$ cat config.mk
export PLATFORM = sky130hd
export DESIGN_NAME = rprt_queue
export DESIGN_NICKNAME = d
export VERILOG_FILES = /design/src/sv/rprt_pkg.sv /design/src/sv/rprt_queue.sv
export SDC_FILE = /design/constraint.sdc
export NUM_CORES = 1
export LEC_CHECK = 0
export BUFFER_PORTS_ARGS = -buffer_cell sky130_fd_sc_hd__buf_4
export CAP_MARGIN = 20
export CORE_ASPECT_RATIO = 1.2
export CORE_MARGIN = 4
export CORE_UTILIZATION = 58
export DETAILED_ROUTE_END_ITERATION = 8
export GPL_ROUTABILITY_DRIVEN = 0
export PLACE_DENSITY = 0.81
export SLEW_MARGIN = 40
export SYNTH_ARGS = -nofsm -noshare
export SYNTH_HDL_FRONTEND = slang
export SYNTH_SLANG_ARGS = --single-unit
$ cat constraint.sdc
create_clock -name clk -period 2.3 [get_ports clk]
set_input_delay 0.345 -clock clk [delete_from_list [all_inputs] [get_ports clk]]
set_output_delay 0.345 -clock clk [all_outputs]
set_load 0.05 [all_outputs]
$ cat src/sv/rprt_pkg.sv
`timescale 1ns / 1ps
`default_nettype none

package rprt_pkg;

    localparam int MAX_WIDTH_DEF = 512;
    localparam int QDEPTH        = 4;
    localparam int QCNT_W        = $clog2(QDEPTH + 1);

    // register indexes
    localparam logic [1:0] REG_LIGHT_RANGE = 2'd0;
    localparam logic [1:0] REG_GRAY_MODE   = 2'd1;
    localparam logic [1:0] REG_ROW_WIDTH   = 2'd2;

    localparam logic [9:0] ROW_WIDTH_RST = 10'd320;

    // item kinds
    localparam logic KIND_PIXEL = 1'b0;
    localparam logic KIND_DRAIN = 1'b1;

    // luma weights, Q14
    localparam int         PROD_W  = 22;
    localparam logic [13:0] COEF_R = 14'd4899;
    localparam logic [13:0] COEF_G = 14'd9617;
    localparam logic [13:0] COEF_B = 14'd1868;
    localparam logic [13:0] ROUND  = 14'd8192;

    typedef struct packed {
        logic              ren;
        logic              wen;
        logic              rlast;
        logic signed [8:0] limit;
        logic [7:0]        wdata;
    } cmd_ctl_t;

    typedef struct packed {
        logic a_valid;
        logic b_valid;
    } front_occ_t;

endpackage

`default_nettype wire

$ cat src/sv/rprt_queue.sv
`timescale 1ns / 1ps
`default_nettype none

module rprt_queue #(
    parameter int DATA_W = 8
) (
    input  wire logic                        clk,
    input  wire logic                        rst_n,
    input  wire logic                        push,
    input  wire logic [DATA_W-1:0]           push_data,
    input  wire logic                        pop,
    output logic                             head_valid,
    output logic [DATA_W-1:0]                head_data,
    output logic [rprt_pkg::QCNT_W-1:0]      count
);
    import rprt_pkg::*;

    localparam int QAW = $clog2(QDEPTH);

    logic [DATA_W-1:0] slot_reg [QDEPTH];
    logic [QAW-1:0]    wptr_reg, rptr_reg;
    logic [QCNT_W-1:0] count_reg;

    always_ff @(posedge clk)
    begin
        if (push)
            slot_reg[wptr_reg] <= push_data;
    end

    always_ff @(posedge clk or negedge rst_n)
    begin
        if (!rst_n)
        begin
            wptr_reg  <= '0;
            rptr_reg  <= '0;
            count_reg <= '0;
        end
        else
        begin
            if (push)
                wptr_reg <= wptr_reg + QAW'(1);
            if (pop)
                rptr_reg <= rptr_reg + QAW'(1);
            count_reg <= count_reg + QCNT_W'(push) - QCNT_W'(pop);
        end
    end

    assign head_valid = count_reg != '0;
    assign head_data  = slot_reg[rptr_reg];
    assign count      = count_reg;

endmodule

`default_nettype wire

### Word level (Yosys, flattened, before mapping)

Memory sizes are Yosys's and may differ from the RTL's.
Cells that the tools add are included.

* $add $sub $neg: 4
* mux-type cells: 2
* reduce and logical (&&, ||, !) cells: 1

Operators by type and width (number)
* $add A2 B1 Y2 const B: 2
* $add A3 B1 Y3: 1
* $reduce_bool A3 Y1: 1
* $sub A3 B1 Y3: 1
* $mux W1: 2

* flip-flop bits (word level): 7
* memory bits (writable): 32
* input bits: 12
* output and inout bits: 12
* word-level logic and storage cells: 11
* memories kept: 1

Memories
* slot_reg: depth 4, bits a word 8, read ports 1, clocked after memory_dff 0, write ports 1, line rprt_queue.sv:20 `logic [DATA_W-1:0] slot_reg [QDEPTH];`

### Depth between registers and ports, before layout

Gate-level depths: netlist of the first run.

* depth in word-level cells: 2
* gate-level depth with buffers: 7
* depth with buffers taken out: 7

### Least setup slack after synthesis of the first run

Ideal clock, no wire load.

* path kind: reg2reg
* start point: register count_reg[0], in the netlist count[0]
* end point: register count_reg[2], in the netlist count[2]
* library setup time: 0.124 ns
* arrival: 1.824 ns
* data required time: 2.176 ns
* slack: 0.352 ns
* cell stages (with the launch flop): 8
* path buffers: 0
* clock period less this slack: 1.948 ns
* path through: dfrtp_1 > inv_1 > ha_1 > inv_1 > ha_1 > fa_1 > xnor2_1 > xnor2_1

* word-level cells in the longest chain between the ends: 2

Ends and longest elaborated chain
* start, declared: line rprt_queue.sv:22 `logic [QCNT_W-1:0] count_reg;`
* start signal, assigned: line rprt_queue.sv:44 `count_reg <= count_reg + QCNT_W'(push) - QCNT_W'(pop);`
* $add A3 B1 Y3: line rprt_queue.sv:44
* $sub A3 B1 Y3: line rprt_queue.sv:44

Every way passes these cells.
A chain may end at the register's enable or synchronous reset.

### Worst setup path in the final report of the first run

* start point: register rptr_reg[0]
* end point: output port head_data[7]

* word-level cells in the longest chain between the ends: 1

Ends and longest elaborated chain
* start, declared: line rprt_queue.sv:21 `logic [QAW-1:0] wptr_reg, rptr_reg;`
* start signal, assigned: line rprt_queue.sv:43 `rptr_reg <= rptr_reg + QAW'(1);`
* $mem_v2 Z4 W8
* end, declared: line rprt_queue.sv:13 `output logic [DATA_W-1:0] head_data,`

Every way passes these cells.

==> impl.org, run 1 <==
** Outcome
- Status :: complete, no violations

** Synthesis
- Synthesis warning total :: 0
- Synth Area in XOR/XNOR :: about 2.8%
- Summed over all instances, the cell type with the most area after synthesis is edfxtp_1.
- Synthesized area per cell :: between 20 and 25 µm²
- Synth top area cells :: edfxtp_1 62%, mux4_2 12%, dfrtp_1 11%
- Post-synth EDFFs :: 32
- Adder-cell share of the synthesized area :: around 6.2%
- Post-synthesis register bit count :: 39
- Number of distinct library cell variants in the gate-level netlist after synthesis :: 14
- The most common cell in the synthesized netlist is edfxtp_1.
- Multiplexer cells account for around an eighth of the synthesized area.
- For this run, the leading register cell type out of synthesis is edfxtp_1.
- List of most frequent post-synthesis cells :: 32 x edfxtp_1, 8 x mux4_2, 7 x dfrtp_1
- Of the post-synthesis cell area, the dominant cell type holds 62.5%.
- Syn Std Cell Area :: roughly 0.0015 mm²
- Seq/Total Area, Yosys :: 73.9%
- Summing the areas of all compound-gate instances in the mapped netlist gives less than 1% of the synthesized area.
- Synthesized Nets :: 94
- In the synthesized netlist the async set-or-reset flop fraction comes to 17.9%.
- Dominant combinational cell family by area after synthesis :: multiplexers
- Synth Area in Simple Gates :: under 10%
- Counting every instance in the synthesized netlist gives 75.

** Timing
- Fin Hold WS :: between 0.15 and 0.2 ns
- Final setup fails :: 0
- Final-layout setup total negative slack :: 0 ns
- The number of hold violations in the final report was 0.
- The worst path needs between 1.5 and 2 ns of the cycle, external delays included.
- Headroom to the max-slew limit came out at 71.5%.
- Setup repair after global routing left no endpoint under its margin.
- Highest clock frequency the design can meet :: approximately 0.5 GHz
- The max-slew violation count came to 0.
- At the pin with the least slew margin, the transition time is approximately 0.43 ns.
- For the final database, setup skew stands at ~0.012 ns.
- Of the available clock period, the critical path in the final layout requires between 80 and 90%.

** Setup path
- Arrival time at the worst endpoint :: roughly 1.7 ns
- Setup crit start kind :: flop
- Crit path capture type :: output pin
- Reg-to-reg endpoint :: count[2]
- Worst-path maximum fanout :: 9
- In this run the register-to-register setup slack is 0.54 ns.
- Last element of the critical path :: head_data[7]
- Endpoint required time on the critical path :: about 2.0 ns
- Critical path origin :: rptr_reg[0]
- The worst setup path is of the flop to output pin kind.
- Measured in cells, the most critical reg-to-reg path has a length of 7.
- The worst register-to-register path begins at count[0].

** Floorplan
- Starting Density :: 60.8%
- The die is approximately 64 µm tall.
- The die is roughly 55 µm wide.
- Number of I/O pins :: 24
- Core Box Area :: 0.00253 mm²
- Rows :: 20
- Die footprint :: approximately 0.0035 mm²

** Drt
- The detailed router finished its first iteration with 12 violations.
- For this run, design rule violations remaining after detail routing come to 0.
- Average detailed-routed wire length per instance :: between 15 and 20 µm
- In this run the remaining antenna-violating nets after routing total 0.
- For this run, the detailed router's first-pass iteration total came to 4.
- The detailed router placed approximately 730 vias in this run.
- Final routed wirelength across all metal layers :: 2330 µm
- After detailed routing, the number of vias per cell comes to roughly 5.2.

** Clock network
- After clock tree synthesis, the setup repair step added 0 buffers.
- The tree is rooted in a clkbuf_4.
- Inserted Clock Buffers :: 5
- Clock latency on the worst-skew pair :: 0.35 ns
- The clock net in this run drives a total of 39 sinks.
- The clock tree synthesis step divided the H-tree into 2 levels.
- Clk buf depth :: 2
- Clock transition at the registers of the reported paths :: approximately 0.10 ns
- TritonCTS built the clock tree.

** Global route
- The first global-routing pass estimated between 3000 and 4000 µm of wire.
- Remaining Overflow, GRT :: 0
- Number of global-route vias before repair :: 781
- Entering global routing, the biggest net connects 14 pins.
- Antenna violations before repair :: 0
- In the global route stage, overall resource usage came out at between 10% and 20%.

** Power
- For this design the static power due to leakage is 0.712 nW.
- Power density of the placed cells :: around 1500 mW/mm²
- Across the VDD grid, the largest voltage drop is approximately 0.96 mV.
- The completed layout was analyzed and its total power is between 2 and 3 mW.

** Flow run
- Max-cap violation count :: 0

** Final layout
- After the last flow step, the layout net total stands at about 120.
- 0 antenna diodes ended up in the layout.
- The register with the most flip-flops in the layout has 32 of them.
- Layout cells sized above 1 :: between 30 and 40%
- Signed area change from the synthesized netlist to the final layout :: 20.9%

** Placed design
- During placement, the flow inserted port buffers numbering 23.
- Once detailed placement completed, the half-perimeter wirelength came to 1690 µm.

** Min path
- The worst hold path was traced through 2 stages.
- In this run the most critical hold path is launched from pop.
- Worst hold path type :: input pin to flop
cells in the final DEF (no fill, tap or decap), drive strengths merged, types with 2 or more instances in the layout:
master  Yosys  routed
and2        4       4
buf         2      24
bufinv      0       2
clkbuf      0       5
dfrtp       7       7
edfxtp     32      32
ha          6       6
inv         6       6
mux4        8       8
nand2       2       2
xnor2       3       3
xor2        2       2
layer usage:
layer / up-vias / wire (µm) / global-route usage (%)
met4: 0 / 46 / 7.29
met5: - / 0 / 0
met1: 357 / 873 / 20.1
met3: 5 / 127 / 8.39
li1: 343 / - / -
met2: 22 / 1280 / 25.1
timing repair:
| action | 4_1_cts | 5_1_grt |
|---|---|---|
| hold endpoints to repair | 7 | 0 |
| hold buffers | 1 | 0 |
| endpoints found under the setup margin | 0 | 2 |
| resized for setup | 0 | 1 |
final cells by class:
type | count | area [µm²]
Tap cell | 33 | 41.3
Multi-Input combinational cell | 28 | 363
Timing Repair Buffer | 25 | 190
Clock inverter | 3 | 67.6
Sequential cell | 39 | 1140
Clock buffer | 5 | 37.5
Inverter | 6 | 22.5
Fill cell | 151 | 668
logic make-up after synthesis:
kind of cell	after synthesis
XOR/XNOR	5
buffers and inverters	8
AO/OA/AOI/OAI	1
flip-flops	39
multiplexers	8
AND/OR/NAND/NOR	7
adder cells (fa/ha/maj)	7
through the flow:
stage / utilization, % / instances / worst slack [ns] / instance area, µm²
6_report: 73.6 / 139 / 0.304 / 1860
5_1_grt: 73.6 / 139 / 0.196 / 1860
4_1_cts: 73.5 / 139 / 0.0725 / 1860
3_5_place_dp: 69.0 / 130 / 0.468 / 1740
3_3_place_gp: 69.0 / 130 / 0.490 / 1740
2_1_floorplan: - / 75 / 0.352 / 1540
worst max-delay path: stages, from the launching register on:
cell and delay, ns:
dfrtp_2 0.55, mux4_2 0.55, buf_4 0.20
power breakdown:
| group | switching, mW | leakage [nW] | internal, mW |
|---|---|---|---|
| Combinational | 0.699 | 0.286 | 0.427 |
| Sequential | 0.140 | 0.375 | 0.950 |
| Clock | 0.219 | 0.0514 | 0.338 |
| Total | 1.06 | 0.712 | 1.71 |
how the worst min path moves through the flow:
stage	end
global placement	count[1]
finish	rptr_reg[0]
global route	slot_reg[2][5]
CTS	slot_reg[0][0]
floorplan	count[0]
detailed placement	count[1]
Note: power is estimated with default switching activity, not from simulation.
==> run 2, diff against run 1 <==
--- a/config.mk
+++ b/config.mk
@@ -13,6 +13,7 @@
 export DETAILED_ROUTE_END_ITERATION = 8
 export GPL_ROUTABILITY_DRIVEN = 0
 export PLACE_DENSITY = 0.81
+export REMOVE_ABC_BUFFERS = 1
 export SLEW_MARGIN = 40
 export SYNTH_ARGS = -nofsm -noshare
 export SYNTH_HDL_FRONTEND = slang
==> impl.org, run 2 (synthesized netlist as in run 1, its figures left out) <==
** Outcome
- The run finished with clean final reports.

** Timing
- Post-route worst setup slack :: 0.192 ns (-0.112 ns)
- Final hold vios :: 0 (unchanged)
- The final critical delay including setup and external delays is 2.11 ns (+0.112 ns).
- Highest clock frequency the design can meet :: 0.474 GHz (-5.3%)
- The post-route fraction of the period consumed by the critical path was 91.6% (+4.9 points).
- Setup repair after global routing left no endpoint under its margin.
- The final clock skew is 0.0116 ns (-0.0000205 ns).
- Max-Slew Margin vs Limit :: 70.7% (-0.80 points)
- Worst slew pin tran :: 0.440 ns (+0.0120 ns)
- Final-layout setup total negative slack :: 0 ns (unchanged)
- Fin Hold WS :: 0.199 ns (+0.0168 ns)
- The max-slew violation count was 0 (unchanged).
- Final setup fails :: 0 (unchanged)

** Clock network
- Clock transition at the registers of the reported paths :: 0.11 ns (about the same)
- CTS placed an instance of clkbuf_4 at the clock tree root.
- Inserted Clock Buffers :: 5 (unchanged)
- The number of buffers inserted by post-CTS setup repair came to 0 (unchanged).
- The maximum buffer depth of the clock tree was 2 (unchanged).
- CTS tree :: built
- CTS H-tree lvls :: 2 (unchanged)
- Clock latency on the worst-skew pair :: 0.34 ns (about the same)
- Clock sink total :: 39 (unchanged)

** Drt
- The DRC violations left was 0 (unchanged).
- The overall routed net length is 2400 µm (+2.9%).
- Uppermost signal routing layer after detailed routing :: met4
- DRC marker count from the first detailed-route iteration :: 22 (+10)
- The routed length on met1 came to 972 µm (+11%).
- Routed Antenna Nets :: 0 (unchanged)
- The met3 wire length was 136 µm (+7.1%).
- The iteration count of the initial detailed-routing pass came to 4 (unchanged).
- Overall via count from detail_route :: 738 (+1.5%)
- The detail-routed via count per cell was 5.31 (+1.5%).
- The per-cell routed wire length is 17.3 µm (+2.9%).
- The met2 routed wirelength was 1230 µm (-4.3%).

** Setup path
- Critical path origin :: rptr_reg[0]
- Setup crit start kind :: flop
- The largest fanout on the critical path is 7 (-2).
- Endpoint required time on the critical path :: 1.96 ns (about the same)
- Arrival time at the worst endpoint :: 1.76 ns (+0.11 ns)
- R2r startpoint :: count[0]
- The worst setup path is captured at an output pin.
- Critical path class :: flop to output pin
- The register-to-register setup slack was 0.58 ns (+0.04 ns).
- The worst reg-to-reg path cell count is 7 (unchanged).
- The critical path ends at head_data[3].
- The worst register-to-register path ends at count[2].

** Floorplan
- Die Y-Extent :: 64.4 µm (unchanged)
- The area of the die was 0.00354 mm² (unchanged).
- The area inside the core boundary was 0.00253 mm² (unchanged).
- Number of I/O pins :: 24 (unchanged)
- The starting density of the core came to 60.8% (unchanged).
- The count of standard-cell rows is 20 (unchanged).
- Chip width :: 55.0 µm (unchanged)

** Final layout
- The antenna diode count was 0 (unchanged).
- Summed area of non-filler cells in the final layout :: 0.00184 mm² (-1.1%)
- The share of cells above drive strength 1 was 37.7% (-0.94 points).
- Signed area change from the synthesized netlist to the final layout :: 19.6%
- Max FFs per register :: 32 (unchanged)
- The library cell used most frequently in the layout, excluding fill and tap cells, is edfxtp_1.
- The number of nets in the finished design came to 124 (unchanged).
- # fillers :: 165 (+9.3%)
- The library cells used most frequently in the layout, excluding fill and tap cells, are 32 x edfxtp_1, 24 x buf_4, 8 x mux4_2.

** Flow run
- The count of max-cap constraint violations came to 0 (unchanged).

** Global route
- The total routing resource utilization after global routing is 17.9% (+1.1 points).
- The largest net degree at the start of global routing is 13 (-1).
- The final global-route overflow total is 0 (unchanged).
- Antenna violations before repair :: 0 (unchanged)
- Number of global-route vias before repair :: 831 (+6.4%)
- Wire length of the first global-routing pass :: 4060 µm (+6.9%)

** Placed design
- The final HPWL from detailed placement is 1760 µm (+4.1%).
- Worst slack after detailed placement :: 0.487 ns (+0.0190 ns)
- The instance area at placement came to 0.00174 mm² (unchanged).
- Buffers added on ports :: 23 (unchanged)

** Power
- The leakage power of the design was 0.710 nW (-0.31%).
- Power density of the placed cells :: 1460 mW/mm² (-2.0%)
- Worst ir drop on vdd :: 1.13 mV (+18%)

** Min path
- Worst hold path type :: input pin to flop
## run 2: cell types whose count changed in the layout (fill, tap and decap cells not counted)
cell        change
bufinv_16       -1
clkinv_2        +1
clkbuf_8        +1
clkinvlp_4      -1
dfrtp_2         -1
dfrtp_1         +1
## run 2: worst min-delay path by stage
stage                     cells after the start    startpoint  slack [ns]        endpoint
after global placement                        1         rst_n        0.16     wptr_reg[1]
after detailed placement                      1         rst_n        0.16     wptr_reg[1]
final                                         1  push_data[1]        0.20  slot_reg[2][1]
after CTS                                     1  push_data[1]        0.17  slot_reg[2][1]
after global routing                          1  push_data[1]        0.16  slot_reg[2][1]
after floorplan                               0         rst_n        0.05        count[0]
## run 2: worst max-delay path: stages (launching register included)
cell     delay [ns]
dfrtp_1        0.46
buf_4          0.23
mux4_2         0.52
buf_4          0.21
## run 2: cell type report
class                   count  area [µm²]  share of cell area [%]
flip-flops and latches     39        1140                    61.8
multi-input cells          28         363                    19.7
repair buffers             25         190                    10.3
clock buffers               6        51.3                    2.79
well taps                  33        41.3                    2.24
clock inverters             2        35.0                    1.90
inverters                   6        22.5                    1.22
## run 2: repair_timing
action / in CTS / in global routing
gates resized for setup: 0 / 0
hold buffers: 1 / 0
hold endpoints to repair: 7 / 0
## run 2: per-layer routing
metal	up-vias	global-route usage (%)
met5	-	0
met4	0	9.12
met2	22	27.1
met3	7	7.46
met1	367	21.5
li1	342	-
## run 2: per-stage QoR
step	cells	power [mW]	util, %
2_1_floorplan	73	1.90	-
3_3_place_gp	130	2.20	69.0
3_5_place_dp	130	2.26	69.0
4_1_cts	139	2.73	72.8
5_1_grt	139	2.84	72.8
6_report	139	2.69	72.8
## run 2: power breakdown
part | switching, mW | total [mW] | internal, mW
Clock | 0.206 | 0.463 | 0.257
Combinational | 0.733 | 1.16 | 0.429
Sequential | 0.114 | 1.06 | 0.948
Total | 1.05 | 2.69 | 1.63
