[config.mk]
export PLATFORM = sky130hd
export DESIGN_NAME = rprt_front_flat
export DESIGN_NICKNAME = d
export VERILOG_FILES = /design/src/sv/rprt_pkg.sv /design/src/sv/rprt_if.sv /design/src/sv/rprt_front.sv /design/src/flat_wrapper.sv
export SDC_FILE = /design/constraint.sdc
export NUM_CORES = 1
export LEC_CHECK = 0
export ABC_AREA = 1
export ABC_CLOCK_PERIOD_IN_PS = 3350
export BUFFER_PORTS_ARGS = -buffer_cell sky130_fd_sc_hd__buf_4
export CORE_ASPECT_RATIO = 0.9
export CORE_MARGIN = 1
export CORE_UTILIZATION = 25
export CTS_CLUSTER_DIAMETER = 40
export CTS_CLUSTER_SIZE = 40
export DETAILED_ROUTE_END_ITERATION = 6
export SLEW_MARGIN = 20
export SYNTH_ARGS = -nofsm -noshare
export SYNTH_HDL_FRONTEND = slang
export SYNTH_SLANG_ARGS = --single-unit
[constraint.sdc]
create_clock -name clk -period 3.35 [get_ports clk]
set_input_delay 0.1675 -clock clk [delete_from_list [all_inputs] [get_ports clk]]
set_output_delay 0.1675 -clock clk [all_outputs]
set_load 0.005 [all_outputs]
[src/sv/rprt_pkg.sv]
`timescale 1ns / 1ps
`default_nettype none

package rprt_pkg;

    localparam int MAX_WIDTH_DEF = 512;
    localparam int QDEPTH        = 4;
    localparam int QCNT_W        = $clog2(QDEPTH + 1);

    // register indexes
    localparam logic [1:0] REG_LIGHT_RANGE = 2'd0;
    localparam logic [1:0] REG_GRAY_MODE   = 2'd1;
    localparam logic [1:0] REG_ROW_WIDTH   = 2'd2;

    localparam logic [9:0] ROW_WIDTH_RST = 10'd320;

    // item kinds
    localparam logic KIND_PIXEL = 1'b0;
    localparam logic KIND_DRAIN = 1'b1;

    // luma weights, Q14
    localparam int         PROD_W  = 22;
    localparam logic [13:0] COEF_R = 14'd4899;
    localparam logic [13:0] COEF_G = 14'd9617;
    localparam logic [13:0] COEF_B = 14'd1868;
    localparam logic [13:0] ROUND  = 14'd8192;

    typedef struct packed {
        logic              ren;
        logic              wen;
        logic              rlast;
        logic signed [8:0] limit;
        logic [7:0]        wdata;
    } cmd_ctl_t;

    typedef struct packed {
        logic a_valid;
        logic b_valid;
    } front_occ_t;

endpackage

`default_nettype wire

[src/sv/rprt_if.sv]
`timescale 1ns / 1ps
`default_nettype none

interface rprt_pix_if;
    logic       valid;
    logic       ready;
    logic       kind;
    logic [7:0] chan0;
    logic [7:0] chan1;
    logic [7:0] chan2;

    modport source (output valid, kind, chan0, chan1, chan2, input ready);
    modport sink   (input valid, kind, chan0, chan1, chan2, output ready);
endinterface


interface rprt_cfg_if;
    logic       valid;
    logic       ready;
    logic [1:0] index;
    logic [9:0] data;

    modport source (output valid, index, data, input ready);
    modport sink   (input valid, index, data, output ready);
endinterface

`default_nettype wire

[src/sv/rprt_front.sv]
`timescale 1ns / 1ps
`default_nettype none

module rprt_front #(
    parameter int MAX_WIDTH = rprt_pkg::MAX_WIDTH_DEF
) (
    input  wire logic                   clk,
    input  wire logic                   rst_n,
    rprt_pix_if.sink                    pixels,
    rprt_cfg_if.sink                    cfg,
    input  wire logic                   in_ready,
    output logic                        push,
    output rprt_pkg::cmd_ctl_t          ctl,
    output logic [$clog2(MAX_WIDTH):0]  raddr,
    output logic [$clog2(MAX_WIDTH):0]  waddr,
    output rprt_pkg::front_occ_t        occ
);
    import rprt_pkg::*;

    localparam int CW = $clog2(MAX_WIDTH);
    localparam int WW = (CW + 1 > 10) ? CW + 1 : 10;

    logic [7:0]        light_range_reg;
    logic              gray_mode_reg;
    logic [9:0]        row_width_reg;

    logic              a_valid_reg;
    logic              a_kind_reg;
    logic [7:0]        a_c0_reg;
    logic [PROD_W-1:0] a_p0_reg, a_p1_reg, a_p2_reg;

    logic              b_valid_reg;
    logic              b_kind_reg;
    logic [7:0]        b_gray_reg;

    logic [7:0]        running_reg, running_next;
    logic [7:0]        held_reg, held_next;
    logic [CW-1:0]     wcol_reg, wcol_next;
    logic [CW-1:0]     rcol_reg, rcol_next;
    logic              bank_reg, bank_next;
    logic              pending_reg, pending_next;

    logic [PROD_W-1:0] sum;
    logic [7:0]        gray;
    logic [WW-1:0]     rw_ext, width;
    logic [WW-1:0]     wcol_inc, rcol_inc;
    logic              wend, rlast, is_pix;
    logic [7:0]        peak_new;

    assign cfg.ready    = 1'b1;
    assign pixels.ready = in_ready;

    always_ff @(posedge clk or negedge rst_n)
    begin
        if (!rst_n)
        begin
            light_range_reg <= 8'd0;
            gray_mode_reg   <= 1'b0;
            row_width_reg   <= ROW_WIDTH_RST;
        end
        else if (cfg.valid)
        begin
            unique case (cfg.index)
                REG_LIGHT_RANGE: light_range_reg <= cfg.data[7:0];
                REG_GRAY_MODE:   gray_mode_reg   <= cfg.data[0];
                REG_ROW_WIDTH:   row_width_reg   <= cfg.data;
                default:         ;
            endcase
        end
    end

    // stage A: weighted products
    always_ff @(posedge clk or negedge rst_n)
    begin
        if (!rst_n)
            a_valid_reg <= 1'b0;
        else
            a_valid_reg <= pixels.valid && in_ready;
    end

    always_ff @(posedge clk)
    begin
        if (pixels.valid && in_ready)
        begin
            a_kind_reg <= pixels.kind;
            a_c0_reg   <= pixels.chan0;
            a_p0_reg   <= PROD_W'(pixels.chan0) * PROD_W'(COEF_R);
            a_p1_reg   <= PROD_W'(pixels.chan1) * PROD_W'(COEF_G);
            a_p2_reg   <= PROD_W'(pixels.chan2) * PROD_W'(COEF_B);
        end
    end

    // stage B: gray value
    assign sum  = a_p0_reg + a_p1_reg + a_p2_reg + PROD_W'(ROUND);
    assign gray = gray_mode_reg ? a_c0_reg : sum[PROD_W-1:14];

    always_ff @(posedge clk or negedge rst_n)
    begin
        if (!rst_n)
            b_valid_reg <= 1'b0;
        else
            b_valid_reg <= a_valid_reg;
    end

    always_ff @(posedge clk)
    begin
        if (a_valid_reg)
        begin
            b_kind_reg <= a_kind_reg;
            b_gray_reg <= gray;
        end
    end

    // row bookkeeping
    assign rw_ext   = WW'(row_width_reg);
    assign width    = (rw_ext == '0) ? WW'(1)
                    : ((rw_ext > WW'(MAX_WIDTH)) ? WW'(MAX_WIDTH) : rw_ext);
    assign wcol_inc = WW'(wcol_reg) + WW'(1);
    assign rcol_inc = WW'(rcol_reg) + WW'(1);
    assign wend     = wcol_inc >= width;
    assign rlast    = rcol_inc >= width;
    assign is_pix   = b_kind_reg == KIND_PIXEL;
    assign peak_new = (b_gray_reg > running_reg) ? b_gray_reg : running_reg;

    always_comb
    begin
        running_next = running_reg;
        held_next    = held_reg;
        wcol_next    = wcol_reg;
        rcol_next    = rcol_reg;
        bank_next    = bank_reg;
        pending_next = pending_reg;
        if (b_valid_reg)
        begin
            if (pending_reg)
            begin
                rcol_next    = rlast ? '0 : rcol_inc[CW-1:0];
                pending_next = !rlast;
            end
            if (is_pix)
            begin
                running_next = peak_new;
                wcol_next    = wcol_inc[CW-1:0];
                if (wend)
                begin
                    held_next    = peak_new;
                    running_next = 8'd0;
                    wcol_next    = '0;
                    bank_next    = !bank_reg;
                    pending_next = 1'b1;
                    rcol_next    = '0;
                end
            end
        end
    end

    always_ff @(posedge clk or negedge rst_n)
    begin
        if (!rst_n)
        begin
            running_reg <= 8'd0;
            held_reg    <= 8'd0;
            wcol_reg    <= '0;
            rcol_reg    <= '0;
            bank_reg    <= 1'b0;
            pending_reg <= 1'b0;
        end
        else
        begin
            running_reg <= running_next;
            held_reg    <= held_next;
            wcol_reg    <= wcol_next;
            rcol_reg    <= rcol_next;
            bank_reg    <= bank_next;
            pending_reg <= pending_next;
        end
    end

    always_comb
    begin
        push        = b_valid_reg && (pending_reg || is_pix);
        ctl.ren     = pending_reg;
        ctl.wen     = is_pix;
        ctl.rlast   = rlast;
        ctl.limit   = $signed({1'b0, held_reg}) - $signed({1'b0, light_range_reg});
        ctl.wdata   = b_gray_reg;
        raddr       = {!bank_reg, rcol_reg};
        waddr       = {bank_reg, wcol_reg};
        occ.a_valid = a_valid_reg;
        occ.b_valid = b_valid_reg;
    end

endmodule

`default_nettype wire

[src/flat_wrapper.sv]
// flat-port wrapper written by rule: the top's interface ports become plain ports
module rprt_front_flat import rprt_pkg::*;
#(
    parameter int MAX_WIDTH = rprt_pkg::MAX_WIDTH_DEF
)
  (clk, rst_n, in_ready, push, ctl, raddr, waddr, occ, pixels_valid, pixels_kind, pixels_chan0, pixels_chan1, pixels_chan2, pixels_ready, cfg_valid, cfg_index, cfg_data, cfg_ready);
  rprt_pix_if pixels_i ();
  rprt_cfg_if cfg_i ();
  input  wire logic clk;
  input  wire logic rst_n;
  input  wire logic in_ready;
  output logic push;
  output rprt_pkg::cmd_ctl_t ctl;
  output logic [$clog2(MAX_WIDTH):0] raddr;
  output logic [$clog2(MAX_WIDTH):0] waddr;
  output rprt_pkg::front_occ_t occ;
  input wire logic [$bits(pixels_i.valid)-1:0] pixels_valid;
  input wire logic [$bits(pixels_i.kind)-1:0] pixels_kind;
  input wire logic [$bits(pixels_i.chan0)-1:0] pixels_chan0;
  input wire logic [$bits(pixels_i.chan1)-1:0] pixels_chan1;
  input wire logic [$bits(pixels_i.chan2)-1:0] pixels_chan2;
  output wire logic [$bits(pixels_i.ready)-1:0] pixels_ready;
  input wire logic [$bits(cfg_i.valid)-1:0] cfg_valid;
  input wire logic [$bits(cfg_i.index)-1:0] cfg_index;
  input wire logic [$bits(cfg_i.data)-1:0] cfg_data;
  output wire logic [$bits(cfg_i.ready)-1:0] cfg_ready;
  assign pixels_i.valid = pixels_valid;
  assign pixels_i.kind = pixels_kind;
  assign pixels_i.chan0 = pixels_chan0;
  assign pixels_i.chan1 = pixels_chan1;
  assign pixels_i.chan2 = pixels_chan2;
  assign pixels_ready = pixels_i.ready;
  assign cfg_i.valid = cfg_valid;
  assign cfg_i.index = cfg_index;
  assign cfg_i.data = cfg_data;
  assign cfg_ready = cfg_i.ready;
  rprt_front #(.MAX_WIDTH(MAX_WIDTH)) u_core (.clk(clk), .rst_n(rst_n), .pixels(pixels_i), .cfg(cfg_i), .in_ready(in_ready), .push(push), .ctl(ctl), .raddr(raddr), .waddr(waddr), .occ(occ));
endmodule
Word level (Yosys, flattened, before mapping)
Index checks and enable logic that the tools add are counted.

Register bits: 135. Bits of input ports: 42. Output and inout bits: 45. Logic and storage cells: 59.

Add/subtract/negate cells: 6. Multiply operators: 3. Magnitude comparators: 4. Equal/unequal tests: 2. Mux-type cells: 13. Bitwise operators: 1. Reductions and logical operators: 12.

Operators with widths (number): 9-bit 2-to-1 mux (5); 8-bit 2-to-1 mux (3); 21-bit by 22-bit adder with 22-bit output (1); 22-bit by 14-bit adder with 22-bit output (second input constant) (1); 22-bit by 19-bit adder with 22-bit output (1); 8-bit by 14-bit multiplier with 22-bit output (second input constant) (1); 8-bit by 13-bit multiplier with 21-bit output (second input constant) (1); 9-bit by 1-bit adder with 10-bit output (second input constant) (2); 10-bit >= comparator (2); 10-bit 2-to-1 mux (2); 8-bit by 9-bit multiplier with 17-bit output (second input constant) (1); 10-bit greater-than comparator (second input constant) (1); 10-bit zero test (1); 8-bit by 8-bit subtractor with 9-bit output (1); 8-bit greater-than comparator (1); 2-bit AND reduction (4); 1-bit 2-to-1 mux (3); 3-bit AND reduction (1); 2-bit by 1-bit equality test with 1-bit output (second input constant) (1); 2-bit equality test (second input constant) (1); 1-bit logical AND (2); 1-bit zero test (2); 2-bit zero test (1); 1-bit logical OR (1); 1-bit inverter (1).

Logic depth before layout (Yosys ltp)
Gate-level depths: netlist of the first run.

Depth in word-level cells: 8. Gate-level depth with buffers: 17. Depth with buffers taken out: 16.

Worst setup path before layout of the first run
Ideal clock, no wire load.

Path kind: input to register. Start point: in pixels_chan2[2]. End point: reg u_core.a_p2_reg[16], data pin. Library setup time: 0.262 ns. Arrival: 3.157 ns. Required time: 3.088 ns. Slack: -0.070 ns. Cell stages on the path: 15. Path buffers: 0. Cells stage by stage: inv_1 fa_1 inv_1 ha_1 fa_1 inv_1 fa_1 inv_1 ha_1 nand2_1 nor2_1 nor3_1 nand2_1 a21oi_1 xor2_1.

Word-level cells in the longest chain between the ends: 1.

Ends and longest elaborated chain: start, declared (RTL line flat_wrapper.sv:21) `input wire logic [$bits(pixels_i.chan2)-1:0] pixels_chan2;`; 8-bit by 9-bit multiplier with 17-bit output (RTL line rprt_front.sv:89) `a_p2_reg <= PROD_W'(pixels.chan2) * PROD_W'(COEF_B);`; end signal, assigned (RTL line rprt_front.sv:89); end, declared (RTL line rprt_front.sv:30) `logic [PROD_W-1:0] a_p0_reg, a_p1_reg, a_p2_reg;`.

No other way between the ends. A chain may end at the register's enable or synchronous reset.

Worst setup path after layout of the first run
Start point: in pixels_chan0[1]. End point: reg u_core.a_p0_reg[14], data pin.

Word-level cells in the longest chain between the ends: 1.

Ends and longest elaborated chain: start, declared (RTL line flat_wrapper.sv:19) `input wire logic [$bits(pixels_i.chan0)-1:0] pixels_chan0;`; 8-bit by 13-bit multiplier with 21-bit output (RTL line rprt_front.sv:87) `a_p0_reg <= PROD_W'(pixels.chan0) * PROD_W'(COEF_R);`; end signal, assigned (RTL line rprt_front.sv:87); end, declared (RTL line rprt_front.sv:30).

No other way between the ends.

==> impl_summary.txt, run 1 <==
----------------------------------------------------
[Timing]
  Achievable Freq ... 0.316 GHz
  Final WS setup ... 0.184 ns
  RSZ-0062 raised after global routing ... no
  Final-report max-slew violation count ... 0
  Remaining max-slew budget at the tightest pin ... 50.5%
  Worst Skew ... 0.0103 ns
  Number of endpoints with negative hold slack in the final report ... 0
  Period utilisation layout ... 94.5%
  Transition time at the pin with the least slew margin ... 0.743 ns
  Final count of negative-setup-slack endpoints ... 0
  Minimum period implied by the final worst setup slack ... 3.17 ns
  Setup_tns ... 0 ns

[Worst hold path]
  Kind of path behind the tightest hold check ... input pin to flip-flop
  Worst hold path startpoint ... cfg_data[6]

[Detailed routing]
  Count of antenna-violating nets left after detailed routing ... 0
  Via Count ... 9485
  Post-route DRC violation count ... 0
  Top routing layer in use ... met4
  Met1 wire length ... 13800 µm
  Met2 WL post-DR ... 14000 µm
  Pre-antenna DRT Iters ... 5
  Count of routing violations after the opening detailed-route iteration ... 479
  Detailed-route wire length per cell ... 13.4 µm
  Post-Route WL ... 29000 µm
  Met3 routed WL ... 971 µm
  Via/cell ratio ... 4.37

[Global route]
  Maximum number of pins on one net before global-route repair ... 58
  Number of antenna violations at the first check in global routing ... 0
  First-pass GRT wire length ... 47900 µm
  Aggregate global routing overflow ... 0
  Via count of the first global-routing pass ... 9528
  Tot GR Track Use ... 12.0%

[Yosys]
  Syn Inst Count ... 1384
  Most common flop cell mapped by yosys ... sky130_fd_sc_hd__edfxtp_1
  Top post-synthesis cells by count ... 286 x sky130_fd_sc_hd__nand2_1, 235 x sky130_fd_sc_hd__inv_1, 223 x sky130_fd_sc_hd__ha_1
  Number of nets in the synthesized netlist ... 1711
  Number of synthesized flops with an enable pin ... 77
  Mapped cell area ... 0.0123 mm²
  Share of synthesized flip-flops with an asynchronous set or reset ... 42.5%
  Part of the Yosys area used for sequential elements ... 30.3%
  Count of unique library cells instantiated by Yosys ... 52
  Fraction of post-synthesis cell area in the top cell type by area ... 22.6%
  Most repeated cell in the gate-level netlist after synthesis ... sky130_fd_sc_hd__nand2_1
  Synthesized area divided by synthesized cell count ... 8.92 µm²
  Synth Warn # ... 0
  Top post-synthesis cells by area ... sky130_fd_sc_hd__ha_1 23%, sky130_fd_sc_hd__edfxtp_1 19%, sky130_fd_sc_hd__dfrtp_1 11%
  FF+latch count, synth ... 134
  Cell type contributing the most total cell area after synthesis ... sky130_fd_sc_hd__ha_1

[CTS]
  CTS Sinks ... 134
  Clock tree from TritonCTS ... built
  Number of buffers created by CTS ... 17
  Insertion delay to the later sink of the worst-skew pair ... 0.44 ns
  Cell at the root of the clock tree ... sky130_fd_sc_hd__clkbuf_16
  H-tree depth ... 4
  Buffer count from post-CTS setup fixing ... 0
  Number of buffers on the longest clock path ... 2
  Clock edge transition at the registers on the reported setup and hold paths ... 0.06 ns

[Placement]
  Total of buffers placed on input and output ports ... 85
  Placed instance count ... 2124
  Post-detailed-placement cell area ... 0.0140 mm²
  Post-detailed-placement half-perimeter wirelength ... 24000 µm
  Pre-CTS WS ... -0.233 ns
  Weighted congestion reported at the end of routability-driven placement ... 0.850

[Job]
  Number of max-capacitance violations reported ... 0

[Die]
  Die width ... 236 µm
  Area of the die ... 0.0503 mm²
  Overall die height ... 213 µm
  Initial Utilization ... 25.5%
  Core box area ... 0.0483 mm²
  Number of core rows ... 76
  Number of top-level pins ... 87

[Pwr]
  Worst ir drop on vdd ... 434 µV
  Power density over cell area ... 765 mW/mm²
  Leakage dissipation ... 7.59 nW

[Critical path]
  WP data arrival ... 3.34 ns
  Worst reg2reg startpoint ... u_core.a_p2_reg[17]
  Type of element launching the critical path ... input pin
  Crit path launch ... pixels_chan0[1]
  Type of element capturing the critical path ... flip-flop
  Crit path required time ... 3.52 ns
  Highest net fanout along the worst path ... 6
  Start-to-end type of the worst setup path ... input pin to flip-flop

[Finish]
  Non-Filler Instances ... 2172
  Flip-flop count of the largest register, all copies and words added ... 22
  Final net count ... 1862
  Relative area change from synthesis to final layout ... 20.5%
  Final design instance area without fill ... 0.0149 mm²
  Fillers ... 5044
  # diodes ... 0
  Fraction of final layout cells with drive strength greater than 1 ... 13.6%

[Outcome]
  Run status ... complete, no violations

----------------------------------------------------
-- worst paths after layout --
check | to | slack [ns] | cells after the start
setup reg to reg | u_core.b_gray_reg[7] | 0.45 | 12
max in group asynchronous | u_core.rcol_reg[0] | 2.48 | 2
hold / removal | u_core.row_width_reg[6] | 0.008 | 3
hold reg to reg | u_core.b_kind_reg | 0.42 | 0
min in group asynchronous | u_core.rcol_reg[8] | 0.35 | 2
setup / recovery | u_core.a_p0_reg[14] | 0.18 | 13
-- where the power goes --
| part | internal (mW) | switching (mW) | total (mW) | leakage (nW) |
|---|---|---|---|---|
| logic | 2.79 | 3.99 | 6.78 | 5.83 |
| clock network | 1.21 | 0.728 | 1.94 | 0.310 |
| registers | 2.32 | 0.331 | 2.65 | 1.45 |
-- placed cells by master (no fill, tap or decap), drive strengths merged, types with 2 or more instances in the layout --
cell type	n
a31oi	3
ha	223
nor3b	2
xnor2	15
o21a	3
nand3	73
o211ai	3
a21o	7
edfxtp	77
clkinv	4
o31ai	2
nor3	10
dlygate4sd3	16
nand2	289
nor4	2
o21bai	7
inv	242
a21oi	73
buf	135
clkbuf	24
nand3b	7
fa	62
nand4	21
o21ai	65
nor2	74
dfstp	2
dfrtp	55
or2	2
xor2	43
-- worst max-delay path, stage by stage --
cell	delay, ns
sky130_fd_sc_hd__dlygate4sd3_1	0.54
sky130_fd_sc_hd__buf_4	0.17
sky130_fd_sc_hd__ha_1	0.29
sky130_fd_sc_hd__inv_1	0.07
sky130_fd_sc_hd__fa_1	0.44
sky130_fd_sc_hd__fa_1	0.56
sky130_fd_sc_hd__inv_1	0.07
sky130_fd_sc_hd__ha_4	0.26
sky130_fd_sc_hd__a21o_1	0.17
sky130_fd_sc_hd__a31oi_1	0.14
sky130_fd_sc_hd__nand3_1	0.15
sky130_fd_sc_hd__buf_4	0.16
sky130_fd_sc_hd__xor2_1	0.15
-- routing by layer --
layer,global-route usage (%),vias to the layer above
li1,-,4866
met1,15.4,4430
met2,20.9,167
met3,2.02,22
met4,2.64,0
met5,0,-
-- final cells by class --
| cell class | instances | area (µm²) | share of cell area [%] |
|---|---|---|---|
| Multi-Input combinational cell | 991 | 7650 | 51.4 |
| Tap cell | 624 | 781 | 5.25 |
| Sequential cell | 134 | 3740 | 25.2 |
| Inverter | 240 | 901 | 6.06 |
| Timing Repair Buffer | 151 | 1170 | 7.89 |
| Clock inverter | 8 | 78.8 | 0.530 |
| Clock buffer | 24 | 544 | 3.66 |
-- per-stage QoR --
step                hold WS (ns)  utilization (%)  total power [mW]
detailed placement         0.286             29.0              9.37
global route              0.0205             30.8              12.5
finish                   0.00807             30.8              11.4
floorplan                 -0.128                -              7.23
CTS                     0.000878             30.7              11.4
global placement           0.281             29.0              9.27
-- timing repair --
item | in CTS | in global routing
hold buffers | 16 | 0
endpoints found under the setup margin | 0 | 10
resized for setup | 0 | 13
endpoints found under the hold margin | 70 | 0
-- kinds of logic (layout without fill, tap and decap cells) --
group,after synthesis,count (layout),share of synthesized area [%]
simple gates,480,480,16.9
fa+ha+maj,285,285,32.7
buf+inv,259,423,8.37
compound gates,166,166,7.55
flops,134,134,30.3
xor+xnor,58,58,4.12
other cells,1,1,0.0304
mux,1,1,0.0912
Power figures use the tool's default switching activity.
==> inputs of run 2 (changes only) <==
--- a/config.mk
+++ b/config.mk
@@ -7,13 +7,14 @@
 export LEC_CHECK = 0
 export ABC_AREA = 1
 export ABC_CLOCK_PERIOD_IN_PS = 3350
-export BUFFER_PORTS_ARGS = -buffer_cell sky130_fd_sc_hd__buf_4
+export BUFFER_PORTS_ARGS = -buffer_cell sky130_fd_sc_hd__buf_2
 export CORE_ASPECT_RATIO = 0.9
 export CORE_MARGIN = 1
 export CORE_UTILIZATION = 25
 export CTS_CLUSTER_DIAMETER = 40
-export CTS_CLUSTER_SIZE = 40
+export CTS_CLUSTER_SIZE = 28
 export DETAILED_ROUTE_END_ITERATION = 6
+export PLACE_DENSITY_LB_ADDON = 0.3
 export SLEW_MARGIN = 20
 export SYNTH_ARGS = -nofsm -noshare
 export SYNTH_HDL_FRONTEND = slang
==> impl_summary.txt, run 2 (synthesis gave the netlist of run 1 again) <==
----------------------------------------------------
[Outcome]
  Run status ... complete, no violations

[Die]
  Initial Utilization ... 25.5%
  Die width ... 236 µm
  Overall die height ... 213 µm
  Area of the die ... 0.0503 mm²
  Core box area ... 0.0483 mm²
  Number of core rows ... 76
  Number of top-level pins ... 87

[Critical path]
  Type of element launching the critical path ... input pin
  Most prevalent standard cell on the critical path ... sky130_fd_sc_hd__inv_1
  Kind of cell adding the most delay to the critical path ... adder cells
  CP cell instances ... buf_2, ha_1, inv_1, fa_1, inv_1, fa_1, inv_1, fa_1, inv_1, ha_1, nand2_1, nand2_1, a31oi_2, inv_1, a21oi_1, nand2_1
  Type of element capturing the critical path ... flip-flop
  Buffers plus inverters on the worst setup path ... 6
  Crit-path max cell delay ... 0.53 ns
  Highest net fanout along the worst path ... 4
  WP data arrival ... 3.28 ns
  Critical-path cell with the highest stage delay ... sky130_fd_sc_hd__fa_1
  Crit path required time ... 3.53 ns
  Start-to-end type of the worst setup path ... input pin to flip-flop

[Detailed routing]
  Via Count ... 9360
  Pre-antenna DRT Iters ... 5
  Post-Route WL ... 28400 µm
  Post-route DRC violation count ... 0
  Detailed-route wire length per cell ... 13.1 µm
  Count of antenna-violating nets left after detailed routing ... 0
  Via/cell ratio ... 4.31
  Count of routing violations after the opening detailed-route iteration ... 455

[Finish]
  Fraction of final layout cells with drive strength greater than 1 ... 13.6%
  Final net count ... 1863
  Most frequent cells in the layout ... 286 x sky130_fd_sc_hd__nand2_1, 234 x sky130_fd_sc_hd__inv_1, 221 x sky130_fd_sc_hd__ha_1
  Fillers ... 5074
  Area used by multi-input combinational logic ... 0.00761 mm²
  Relative area change from synthesis to final layout ... 18.4%
  Layout Utilization ... 30.3%
  Commonest non-fill, non-tap cell in the layout ... sky130_fd_sc_hd__nand2_1
  FF/Latch Area ... 0.00374 mm²
  Flip-flop count of the largest register, all copies and words added ... 22

[Timing]
  Achievable Freq ... 0.322 GHz
  Worst hold-check slack ... 0.0178 ns
  Transition time at the pin with the least slew margin ... 0.896 ns
  Number of endpoints with negative hold slack in the final report ... 0
  Final-report max-slew violation count ... 0
  Period utilisation layout ... 92.7%
  Remaining max-slew budget at the tightest pin ... 40.2%
  RSZ-0062 raised after global routing ... no
  Minimum period implied by the final worst setup slack ... 3.10 ns
  Worst Skew ... 0.00973 ns
  Final count of negative-setup-slack endpoints ... 0

[CTS]
  CTS Sinks ... 134
  Cell at the root of the clock tree ... sky130_fd_sc_hd__clkbuf_16
  Clock edge transition at the registers on the reported setup and hold paths ... 0.06 ns
  Insertion delay to the later sink of the worst-skew pair ... 0.42 ns
  H-tree depth ... 4
  Buffer count from post-CTS setup fixing ... 0
  Number of buffers on the longest clock path ... 2
  Clock tree from TritonCTS ... built
  Number of buffers created by CTS ... 17

[Pwr]
  Internal power consumption ... 6.26 mW
  Net Switching ... 4.95 mW
  Power density over cell area ... 767 mW/mm²
  Total design power ... 11.2 mW
  Proportion of power drawn by combinational gates ... 58.6%
  Worst ir drop on vdd ... 457 µV
  Sw Ratio ... 44.2%
  Part of the power in registers ... 23.4%
  Leakage dissipation ... 7.55 nW
  Clock network power share ... 18.0%

[Global route]
  Maximum number of pins on one net before global-route repair ... 43
  Via count of the first global-routing pass ... 9471
  Aggregate global routing overflow ... 0
  First-pass GRT wire length ... 47600 µm
  Number of antenna violations at the first check in global routing ... 0
  Tot GR Track Use ... 11.9%

[Placement]
  Post-detailed-placement half-perimeter wirelength ... 23900 µm
  Weighted congestion reported at the end of routability-driven placement ... 0.839
  Total of buffers placed on input and output ports ... 85

[Job]
  Number of max-capacitance violations reported ... 0

[Worst hold path]
  Kind of path behind the tightest hold check ... input pin to flip-flop

----------------------------------------------------
run 2: changes by cell type in the layout (fill, tap and decap cells not counted), moves of 3 or more:
cell,delta
sky130_fd_sc_hd__a21oi_1,+6
sky130_fd_sc_hd__inv_4,-3
sky130_fd_sc_hd__dlygate4sd3_1,-11
sky130_fd_sc_hd__a21oi_2,-6
sky130_fd_sc_hd__buf_2,+85
sky130_fd_sc_hd__buf_4,-74
sky130_fd_sc_hd__bufinv_16,+3
sky130_fd_sc_hd__clkbuf_8,-3
run 2: worst reg2reg max path: stages (launching register included):
cell and delay [ns]:
sky130_fd_sc_hd__edfxtp_1 0.45, sky130_fd_sc_hd__fa_1 0.52, sky130_fd_sc_hd__ha_1 0.32, sky130_fd_sc_hd__ha_1 0.40
sky130_fd_sc_hd__nand2_1 0.10, sky130_fd_sc_hd__nor3_1 0.26, sky130_fd_sc_hd__nand2_1 0.12, sky130_fd_sc_hd__nor2_1 0.10
sky130_fd_sc_hd__nand2_1 0.09, sky130_fd_sc_hd__nand3_1 0.09, sky130_fd_sc_hd__nand2_1 0.05, sky130_fd_sc_hd__nand3_1 0.07
sky130_fd_sc_hd__nand2_1 0.05
run 2: area by class of cell:
cell class | instances | area share (%)
inverters | 240 | 6.16
clock inverters | 13 | 1.22
flip-flops and latches | 134 | 25.6
diodes | 1 | 0.0171
well taps | 624 | 5.34
repair buffers | 152 | 6.52
multi-input cells | 991 | 52.0
clock buffers | 19 | 3.10
run 2: worst paths after layout:
kind                                      from                    end  slack (ns)  cells after the start
hold reg to reg              u_core.a_kind_reg      u_core.b_kind_reg        0.42                      0
min in group asynchronous                rst_n     u_core.rcol_reg[8]        0.16                      2
setup reg to reg           u_core.a_p2_reg[18]   u_core.b_gray_reg[7]        0.48                     12
setup / recovery               pixels_chan1[6]    u_core.a_p1_reg[21]        0.25                     16
max in group asynchronous                rst_n  u_core.running_reg[6]        2.41                      4
hold / removal                 pixels_chan2[0]     u_core.a_p2_reg[2]        0.02                      1
run 2: timing repair:
item,4_1_cts,5_1_grt
endpoints found under the hold margin,43,0
hold buffers,5,0
setup endpoints to repair,0,2
resized for setup,0,2
run 2: metrics by stage:
step | worst slack (ns) | instance area, µm² | TNS (ns) | std cells
after global placement | -0.195 | 13900 | -1.55 | 2135
after floorplan | 0.0424 | 12400 | 0 | 1384
after global routing | 0.0254 | 14600 | 0 | 2173
after CTS | 0.230 | 14600 | 0 | 2172
final | 0.246 | 14600 | 0 | 2174
after detailed placement | -0.220 | 13900 | -1.88 | 2135
run 2: metal layers:
| layer | vias to the layer above | track usage (%) | wire, µm |
|---|---|---|---|
| met3 | 19 | 1.75 | 856 |
| met5 | - | 0 | 0 |
| met2 | 147 | 20.4 | 13300 |
| met4 | 0 | 2.22 | 234 |
| met1 | 4333 | 16.0 | 14000 |
| li1 | 4861 | - | - |
run 2: power groups by stage:
stage                     logic (mW)  registers [mW]  clock network (mW)
final                           6.57            2.63                2.01
after global routing            7.63            2.68                2.13
after floorplan                 4.68            2.55                   0
after global placement          6.54            2.66                   0
after detailed placement        6.58            2.67                   0
after CTS                       6.65            2.64                2.06
==> inputs of run 3 (changes only) <==
--- a/config.mk
+++ b/config.mk
@@ -6,11 +6,10 @@
 export NUM_CORES = 1
 export LEC_CHECK = 0
 export ABC_AREA = 1
-export ABC_CLOCK_PERIOD_IN_PS = 3350
 export BUFFER_PORTS_ARGS = -buffer_cell sky130_fd_sc_hd__buf_2
 export CORE_ASPECT_RATIO = 0.9
 export CORE_MARGIN = 1
-export CORE_UTILIZATION = 25
+export CORE_UTILIZATION = 27
 export CTS_CLUSTER_DIAMETER = 40
 export CTS_CLUSTER_SIZE = 28
 export DETAILED_ROUTE_END_ITERATION = 6
==> impl_summary.txt, run 3 (synthesis gave the netlist of run 1 again) <==
----------------------------------------------------
[Outcome]
  Run status ... complete, no violations

[Detailed routing]
  Count of antenna-violating nets left after detailed routing ... 0
  Detailed-route wire length per cell ... 13.2 µm
  Pre-antenna DRT Iters ... 5
  Post-route DRC violation count ... 0
  Count of routing violations after the opening detailed-route iteration ... 440
  Post-Route WL ... 28400 µm
  Via/cell ratio ... 4.37
  Via Count ... 9419

[Die]
  Die width ... 227 µm
  Overall die height ... 205 µm
  Number of core rows ... 73
  Initial Utilization ... 27.6%
  Area of the die ... 0.0466 mm²
  Number of top-level pins ... 87
  Core box area ... 0.0447 mm²

[Critical path]
  Kind of cell adding the most delay to the critical path ... adder cells
  Type of element capturing the critical path ... flip-flop
  Highest net fanout along the worst path ... 4
  WP data arrival ... 3.36 ns
  Worst reg2reg startpoint ... u_core.a_p2_reg[18]
  Critical-path cell with the highest stage delay ... sky130_fd_sc_hd__dlygate4sd3_1
  Crit path required time ... 3.52 ns
  Type of element launching the critical path ... input pin
  Crit-path max cell delay ... 0.53 ns
  CP cell instances ... dlygate4sd3_1, buf_2, ha_1, inv_1, fa_1, inv_1, fa_1, ha_1, a21o_1, a21oi_2, o21ai_1, a21oi_1, xor2_1
  Crit path launch ... pixels_chan2[0]
  Start-to-end type of the worst setup path ... input pin to flip-flop
  Buffers plus inverters on the worst setup path ... 4

[Global route]
  Aggregate global routing overflow ... 0
  First-pass GRT wire length ... 47500 µm
  Number of antenna violations at the first check in global routing ... 0
  Tot GR Track Use ... 12.9%
  Via count of the first global-routing pass ... 9494
  Maximum number of pins on one net before global-route repair ... 45

[CTS]
  Insertion delay to the later sink of the worst-skew pair ... 0.43 ns
  H-tree depth ... 4
  CTS Sinks ... 134
  Cell at the root of the clock tree ... sky130_fd_sc_hd__clkbuf_16
  Clock tree from TritonCTS ... built
  Clock edge transition at the registers on the reported setup and hold paths ... 0.06 ns
  Number of buffers created by CTS ... 17
  Buffer count from post-CTS setup fixing ... 0
  Number of buffers on the longest clock path ... 2

[Placement]
  Total of buffers placed on input and output ports ... 85
  Post-detailed-placement cell area ... 0.0139 mm²
  Post-detailed-placement half-perimeter wirelength ... 23700 µm
  Placed instance count ... 2117
  Weighted congestion reported at the end of routability-driven placement ... 0.834

[Pwr]
  Sw Ratio ... 43.9%
  Leakage dissipation ... 7.55 nW
  Proportion of power drawn by combinational gates ... 58.8%
  Clock network power share ... 17.8%
  Net Switching ... 4.94 mW
  Internal power consumption ... 6.32 mW
  Worst ir drop on vdd ... 463 µV
  Total design power ... 11.3 mW
  Part of the power in registers ... 23.4%
  Power density over cell area ... 770 mW/mm²

[Timing]
  Worst Skew ... 0.00860 ns
  RSZ-0062 raised after global routing ... no
  Number of endpoints with negative hold slack in the final report ... 0
  Period utilisation layout ... 95.0%
  Worst hold-check slack ... 0.0335 ns
  Transition time at the pin with the least slew margin ... 0.602 ns
  Final count of negative-setup-slack endpoints ... 0
  Achievable Freq ... 0.314 GHz
  Final-report max-slew violation count ... 0
  Setup_tns ... 0 ns
  Minimum period implied by the final worst setup slack ... 3.18 ns
  Remaining max-slew budget at the tightest pin ... 59.8%

[Finish]
  Relative area change from synthesis to final layout ... 18.5%
  Most frequent cells in the layout ... 285 x sky130_fd_sc_hd__nand2_1, 234 x sky130_fd_sc_hd__inv_1, 221 x sky130_fd_sc_hd__ha_1
  Final design instance area without fill ... 0.0146 mm²
  Fraction of final layout cells with drive strength greater than 1 ... 13.8%
  Final net count ... 1869
  Flip-flop count of the largest register, all copies and words added ... 22
  Non-Filler Instances ... 2155
  # diodes ... 0
  Commonest non-fill, non-tap cell in the layout ... sky130_fd_sc_hd__nand2_1

[Worst hold path]
  Worst hold path startpoint ... cfg_data[2]
  Kind of path behind the tightest hold check ... input pin to flip-flop

[Job]
  Number of max-capacitance violations reported ... 0

----------------------------------------------------
==> run 3: cell count changes in the layout (fill, tap and decap cells not counted), sizes merged, moves of 2 or more <==
| cell | before | now |
|---|---|---|
| clkbuf | 19 | 21 |
| buf | 147 | 152 |
| clkinv | 10 | 6 |
| clkinvlp | 0 | 2 |
==> run 3: metal layers <==
layer	GRT usage (%)	part of all wire, %
met5	0	0
met2	21.7	47
met3	2.05	3.3
met4	3.28	1.5
met1	17.0	49
==> run 3: path summary, 6_finish.rpt <==
kind                                                 to  slack (ns)  cells after the start
max in group asynchronous         u_core.running_reg[6]        2.44                      3
worst max register to register     u_core.b_gray_reg[7]        0.43                     12
worst min-delay path            u_core.row_width_reg[2]        0.03                      3
min in group asynchronous            u_core.rcol_reg[4]        0.28                      2
worst min register to register        u_core.b_kind_reg        0.43                      0
worst max-delay path                u_core.a_p2_reg[15]        0.17                     13
==> run 3: worst reg2reg max path: stages, from the launching register on <==
cell and delay (ns):
sky130_fd_sc_hd__edfxtp_1 0.46, sky130_fd_sc_hd__fa_1 0.52, sky130_fd_sc_hd__ha_1 0.32, sky130_fd_sc_hd__ha_1 0.42
sky130_fd_sc_hd__nand2_1 0.10, sky130_fd_sc_hd__nor3_1 0.27, sky130_fd_sc_hd__nand2_1 0.12, sky130_fd_sc_hd__nor2_1 0.10
sky130_fd_sc_hd__nand2_1 0.09, sky130_fd_sc_hd__nand3_1 0.09, sky130_fd_sc_hd__nand2_1 0.05, sky130_fd_sc_hd__nand3_1 0.08
sky130_fd_sc_hd__nand2_1 0.06
==> run 3: per-stage QoR <==
stage	util (%)	worst slack, ns
final	32.7	0.168
after detailed placement	31.2	-0.240
after global routing	32.7	0.0104
after global placement	31.2	-0.189
after CTS	32.7	0.0629
after floorplan	-	0.0424
==> run 3: what timing repair did <==
item	4_1_cts	5_1_grt
gates resized for setup	0	5
setup endpoints to repair	0	5
hold buffers	6	0
endpoints found under the hold margin	46	0
==> run 3: power by group through the flow <==
| stage | sequential (mW) | combinational [mW] | clock, mW |
|---|---|---|---|
| after floorplan | 2.55 | 4.68 | 0 |
| after global placement | 2.67 | 6.56 | 0 |
| after detailed placement | 2.68 | 6.61 | 0 |
| after CTS | 2.65 | 6.68 | 2.05 |
| after global routing | 2.70 | 7.70 | 2.11 |
| final | 2.64 | 6.62 | 2.00 |
==> run 3: cell type report <==
cell class / count / area (µm²)
repair buffers: 158 / 991
clock inverters: 11 / 181
flip-flops and latches: 134 / 3740
inverters: 240 / 901
clock buffers: 21 / 440
multi-input cells: 991 / 7620
well taps: 600 / 751
fillers: 4662 / 30000
